<file path="src/gemm_4x4_tile_mac_assert.svh">
// Assertion macros of the gemm_4x4_tile_mac RTL.
// Depends on nothing; gemm_4x4_tile_mac.sv includes it by name.
`ifndef GEMM_4X4_TILE_MAC_ASSERT_SVH
`define GEMM_4X4_TILE_MAC_ASSERT_SVH

`ifndef ASSERT_OFF
// Clocked check that is ignored while reset is asserted.
`define GMAC_ASSERT_RST(lbl, clk, rst_n, prop, msg) \
    lbl: assert property (@(posedge clk) disable iff (!rst_n) prop) else $error(msg);
// Clocked check that also holds during reset.
`define GMAC_ASSERT_ALWAYS(lbl, clk, prop, msg) \
    lbl: assert property (@(posedge clk) prop) else $error(msg);
`else
`define GMAC_ASSERT_RST(lbl, clk, rst_n, prop, msg)
`define GMAC_ASSERT_ALWAYS(lbl, clk, prop, msg)
`endif

`endif

</file>
<file path="src/gmac_pkg.sv">
// Shared types and constants of the 4x4 tile MAC.
// Depends on nothing; used by every module of the block.
`default_nettype none

package gmac_pkg;

    localparam int TILE         = 4;
    localparam int TILE_ENTRIES = TILE * TILE;
    localparam int IDX_W        = 2;
    localparam int CNT_W        = 2 * IDX_W;

    // Control that travels with one reduction step through the pipeline.
    typedef struct packed {
        logic valid;
        logic last;
    } t_step;

endpackage

`default_nettype wire

</file>
<file path="src/gmac_acc.sv">
// Sixteen accumulators of the 4x4 tile MAC; hands finished sums to the drain.
// Depends on gmac_pkg.
`default_nettype none

module gmac_acc #(
    parameter int DATA_WIDTH = 16,
    parameter int ACC_WIDTH  = 48
) (
    input  logic                           i_clk,
    input  logic                           i_rst_n,
    input  gmac_pkg::t_step                i_step,
    input  logic signed [2*DATA_WIDTH-1:0] i_prod [gmac_pkg::TILE_ENTRIES],
    input  logic                           i_busy,
    output logic                           o_take,
    output logic                           o_load,
    output logic [ACC_WIDTH-1:0]           o_sum [gmac_pkg::TILE_ENTRIES]
);
    import gmac_pkg::*;

    localparam int PW = 2 * DATA_WIDTH;
    localparam int XW = ACC_WIDTH + PW;

    logic [ACC_WIDTH-1:0]   r_acc [TILE_ENTRIES];
    logic signed [XW-1:0]   w_ext [TILE_ENTRIES];
    logic [ACC_WIDTH-1:0]   n_sum [TILE_ENTRIES];
    logic                   w_upd;

    // A last step waits until the drain bank is free.
    assign o_take = !i_step.valid || !i_step.last || !i_busy;
    assign w_upd  = i_step.valid && o_take;
    assign o_load = w_upd && i_step.last;

    // Sums wrap modulo the accumulator width.
    always_comb begin
        for (int k = 0; k < TILE_ENTRIES; k++) begin
            w_ext[k] = XW'(i_prod[k]);
            n_sum[k] = r_acc[k] + w_ext[k][ACC_WIDTH-1:0];
        end
    end

    always_ff @(posedge i_clk) begin
        if (!i_rst_n) begin
            for (int k = 0; k < TILE_ENTRIES; k++) begin
                r_acc[k] <= '0;
            end
        end else if (w_upd) begin
            for (int k = 0; k < TILE_ENTRIES; k++) begin
                r_acc[k] <= i_step.last ? '0 : n_sum[k];
            end
        end
    end

    assign o_sum = n_sum;

endmodule

`default_nettype wire

</file>
<file path="config.mk">
export PLATFORM = sky130hd
export DESIGN_NAME = gmac_acc
export DESIGN_NICKNAME = d
export VERILOG_FILES = /design/src/gemm_4x4_tile_mac_assert.svh /design/src/gmac_pkg.sv /design/src/gmac_acc.sv
export SDC_FILE = /design/constraint.sdc
export NUM_CORES = 2
export LEC_CHECK = 0
export ABC_CLOCK_PERIOD_IN_PS = 20500
export BUFFER_PORTS_ARGS = -buffer_cell sky130_fd_sc_hd__buf_2
export CORE_AREA = 2 2 497 499
export CTS_CLUSTER_SIZE = 8
export DETAILED_ROUTE_END_ITERATION = 12
export DIE_AREA = 0 0 499 501
export GPL_TIMING_DRIVEN = 0
export PLACE_DENSITY = 0.45
export SYNTH_ARGS = -nofsm -noshare
export SYNTH_HDL_FRONTEND = slang
export SYNTH_SLANG_ARGS = --single-unit
</file>
<file path="constraint.sdc">
create_clock -name i_clk -period 20.5 [get_ports i_clk]
set_input_delay 2.05 -clock i_clk [delete_from_list [all_inputs] [get_ports i_clk]]
set_output_delay 2.05 -clock i_clk [all_outputs]
set_load 0.01 [all_outputs]
</file>
==> metrics.csv <==
metric,value,unit
worst setup path startpoint,i_prod[48],
final critical path time including I/O delays and setup,8.32,ns
largest registers,r_acc: 768 flops,
"critical path, cell by cell",buf_2 > ha_1 > clkbuf_1 > a21o_1 > a21o_1 > a21oi_1 > nand3_1 > o21ai_1 > o31ai_1 > a31o_2 > and3_1 > o31a_1 > xnor2_1 > buf_2,
Clock Pin Slew Worst Setup and Hold Paths,0.05,ns
DRC violation total after the first TritonRoute iteration,3957,
Chip Width,499,µm
Worst setup EP type,output port,
internal reg-to-reg setup slack,16.00,ns
number of global-route vias before repair,63500,
portion of synthesized cell area occupied by the leading cell type,0.329,
"Clk Latency, worst-skew pair",0.77,ns
result of the run,"complete, no violations",
critical path class,in -> out,
layout-stage area growth over the synthesis result,20.4,%
Worst Skew,0.0392,ns
Yosys top cell by area,sky130_fd_sc_hd__edfxtp_1,
"Arr. time, crit path",6.27,ns
Critical Path Start Type,input port,
post-synthesis instance area,70000,µm²
"count leader, synth",sky130_fd_sc_hd__a21oi_1,
post-CTS setup buffers,0,
Post-synth EDFFs,768,
end of the critical path,o_sum[95],
top-level I/O count,1287,
largest net degree at the start of global routing,60,
maximum number of buffers from clock root to sink,3,
DRC viols,0,
fraction of final layout cells sized beyond drive strength 1,0.167,
average vias per placed instance,5.21,
Floorplan Core Area,245000,µm²
CP Buf/Inv Count,3,
"Seq/Total Area, Yosys",0.329,
worst hold path stage count,2,
vias after detailed routing,65000,
number of antenna violations at the first check in global routing,105,
Resized Gates After CTS,0,
number of hold-repair buffers added at the cts stage,0,
final number of hold-violating endpoints,0,
total gr overflow,0,
endpoints failing setup,0,
register ranked first by flip-flop count,r_acc,
number of placement rows,182,
count of buffers inserted at the top-level ports,1286,
max-slew violation total from the final report,0,
leak pwr,38.3,nW
TritonCTS clock tree,yes,
Synth async-reset ratio,0,
post-detailed-route wirelength per cell,23.9,µm
final core utilization,0.344,
gr usage total,0.227,
FF-to-FF Start,r_acc[0][241],
final hold slack,0.666,ns
data required time at the worst endpoint,18.45,ns
post-synthesis average cell area,9.08,µm²
cell family with the largest share of critical-path delay,compound AO/OA/AOI/OAI gates,
Max stage delay on crit path,0.67,ns
number of instances in the synthesized netlist,7711,
power density over the cells,86.3,nW/µm²
number of distinct library cells after synthesis,99,
router iterations before antenna repair,6,
final weighted congestion in routability-driven placement,0.925,
antenna violation net count after detailed routing,0,
number of buffers created by CTS,115,
Total Power,0.00728,W
top post-synthesis cells by count,"sky130_fd_sc_hd__a21oi_1 (827), sky130_fd_sc_hd__edfxtp_1 (768), sky130_fd_sc_hd__ha_1 (752), sky130_fd_sc_hd__and2_1 (747), sky130_fd_sc_hd__nand2_1 (573)",
worst r2r path cells,10,
Place WS,11.92,ns
Levels on crit path,14,
top fanout value on the critical path,7,
Die Footprint,250000,µm²
pin slew with the least headroom to its limit,1.48,ns
Main synth FF type,sky130_fd_sc_hd__edfxtp_1,
relative slew slack,0.0165,
final WL,297000,µm
number of nets in the layout,10400,
starting utilization of the core area,0.286,
"Worst Setup Slack, final",12.18,ns
unrepaired setup endpoints after global routing,false,
number of H-tree branching levels,3,
CP max stage cell,sky130_fd_sc_hd__xnor2_1,
crit share post-route,0.406,
total nets after synthesis,8996,
chip height,501,µm
path category of the worst min-delay check,reg -> reg,
post-synthesis sequential element count,768,
dpl hpwl,246000,µm
worst-case vdd ir drop,0.0000723,V
# clock sinks,768,
maximum achievable frequency,120,MHz
leading cell types by total area after synthesis,"sky130_fd_sc_hd__edfxtp_1 (33%), sky130_fd_sc_hd__ha_1 (13%), sky130_fd_sc_hd__and2_1 (6.7%)",
Yosys warning count,0,
CTS Root Buffer Type,sky130_fd_sc_hd__clkbuf_16,
max-cap violations,0,
worst flop-to-flop path endpoint,r_acc[0][261],
number of flip-flops under the largest register name,768,
global-route wire length before repair,429000,µm
[metrics by stage]
| stage | std cells | setup TNS (ns) | instance area (µm²) |
|---|---|---|---|
| after floorplan | 7711 | 0 | 70000 |
| after global placement | 12200 | -9927.37 | 80500 |
| after detailed placement | 12200 | 0 | 80900 |
| after CTS | 12400 | 0 | 84200 |
| after global routing | 12400 | 0 | 84300 |
| final | 12500 | 0 | 84300 |
[cell families (layout without fill, tap and decap cells)]
group	count (synthesis)	count (layout)	synth area share
multiplexers	27	27	0.00388
buffers and inverters	516	1987	0.0278
other	0	53	0
adder cells (fa/ha/maj)	768	768	0.139
flip-flops	768	768	0.329
XOR/XNOR	722	722	0.0903
AND/OR/NAND/NOR	2440	2440	0.182
AO/OA/AOI/OAI	2470	2470	0.227
[worst min-delay path by stage]
stage,from,to,slack [ns]
3_5_place_dp,r_acc[1][240],r_acc[1][240],0.66
2_1_floorplan,r_acc[0][239],r_acc[0][239],0.68
3_3_place_gp,r_acc[1][96],r_acc[1][96],0.65
6_report,r_acc[1][144],r_acc[1][144],0.67
4_1_cts,r_acc[1][240],r_acc[1][240],0.67
5_1_grt,r_acc[1][336],r_acc[1][336],0.69
[cell usage in the layout (no fill, tap or decap), types with 53 or more instances in the layout]
cell type / Yosys / layout
sky130_fd_sc_hd__nor3_1: 90 / 90
sky130_fd_sc_hd__a211oi_1: 72 / 72
sky130_fd_sc_hd__ha_1: 752 / 752
sky130_fd_sc_hd__nand4_1: 166 / 166
sky130_fd_sc_hd__o21ai_0: 364 / 364
sky130_fd_sc_hd__nor2_1: 368 / 368
sky130_fd_sc_hd__and3_1: 105 / 105
sky130_fd_sc_hd__nand3_1: 130 / 130
sky130_fd_sc_hd__o21bai_1: 163 / 163
sky130_fd_sc_hd__and2_1: 747 / 747
sky130_fd_sc_hd__xnor2_1: 448 / 448
sky130_fd_sc_hd__nand2_1: 573 / 572
sky130_fd_sc_hd__nand2b_1: 69 / 69
sky130_fd_sc_hd__a31oi_1: 104 / 104
sky130_fd_sc_hd__inv_1: 193 / 193
sky130_fd_sc_hd__clkbuf_16: 0 / 118
sky130_fd_sc_hd__a21oi_1: 827 / 827
sky130_fd_sc_hd__diode_2: 0 / 53
sky130_fd_sc_hd__xor2_1: 274 / 274
sky130_fd_sc_hd__nor2b_1: 71 / 71
sky130_fd_sc_hd__a21o_1: 422 / 422
sky130_fd_sc_hd__o21a_1: 73 / 73
sky130_fd_sc_hd__edfxtp_1: 768 / 768
sky130_fd_sc_hd__clkbuf_1: 314 / 336
sky130_fd_sc_hd__buf_2: 5 / 1291
[power breakdown]
| part | switching, W | leakage [nW] | internal (W) |
|---|---|---|---|
| logic | 0.00223 | 28.3 | 0.00119 |
| registers | 0.0000519 | 8.41 | 0.00192 |
| clock network | 0.000823 | 1.59 | 0.00105 |
| total | 0.00311 | 38.3 | 0.00417 |
[per-layer routing]
metal  global-route usage  wire [µm]
met2                0.372     137000
met1                0.279     126000
met3               0.0620      21500
met5                    0        275
met4               0.0956      12500
[worst min-delay path, stage by stage (launching register included)]
cell                       delay, ns
sky130_fd_sc_hd__edfxtp_1       0.32
sky130_fd_sc_hd__ha_1           0.13
sky130_fd_sc_hd__and2_1         0.11
[layout make-up]
type	instances	area, µm²
antenna	53	133
buffer	323	1230
sequential	768	23100
clock buffer	145	3050
fill	25700	160000
multi-input combinational	6427	45000
tap	3220	4030
timing repair buffer	1301	6840
inverter	193	724
clock inverter	25	240
No activity file was read; power rests on OpenSTA's default activity.
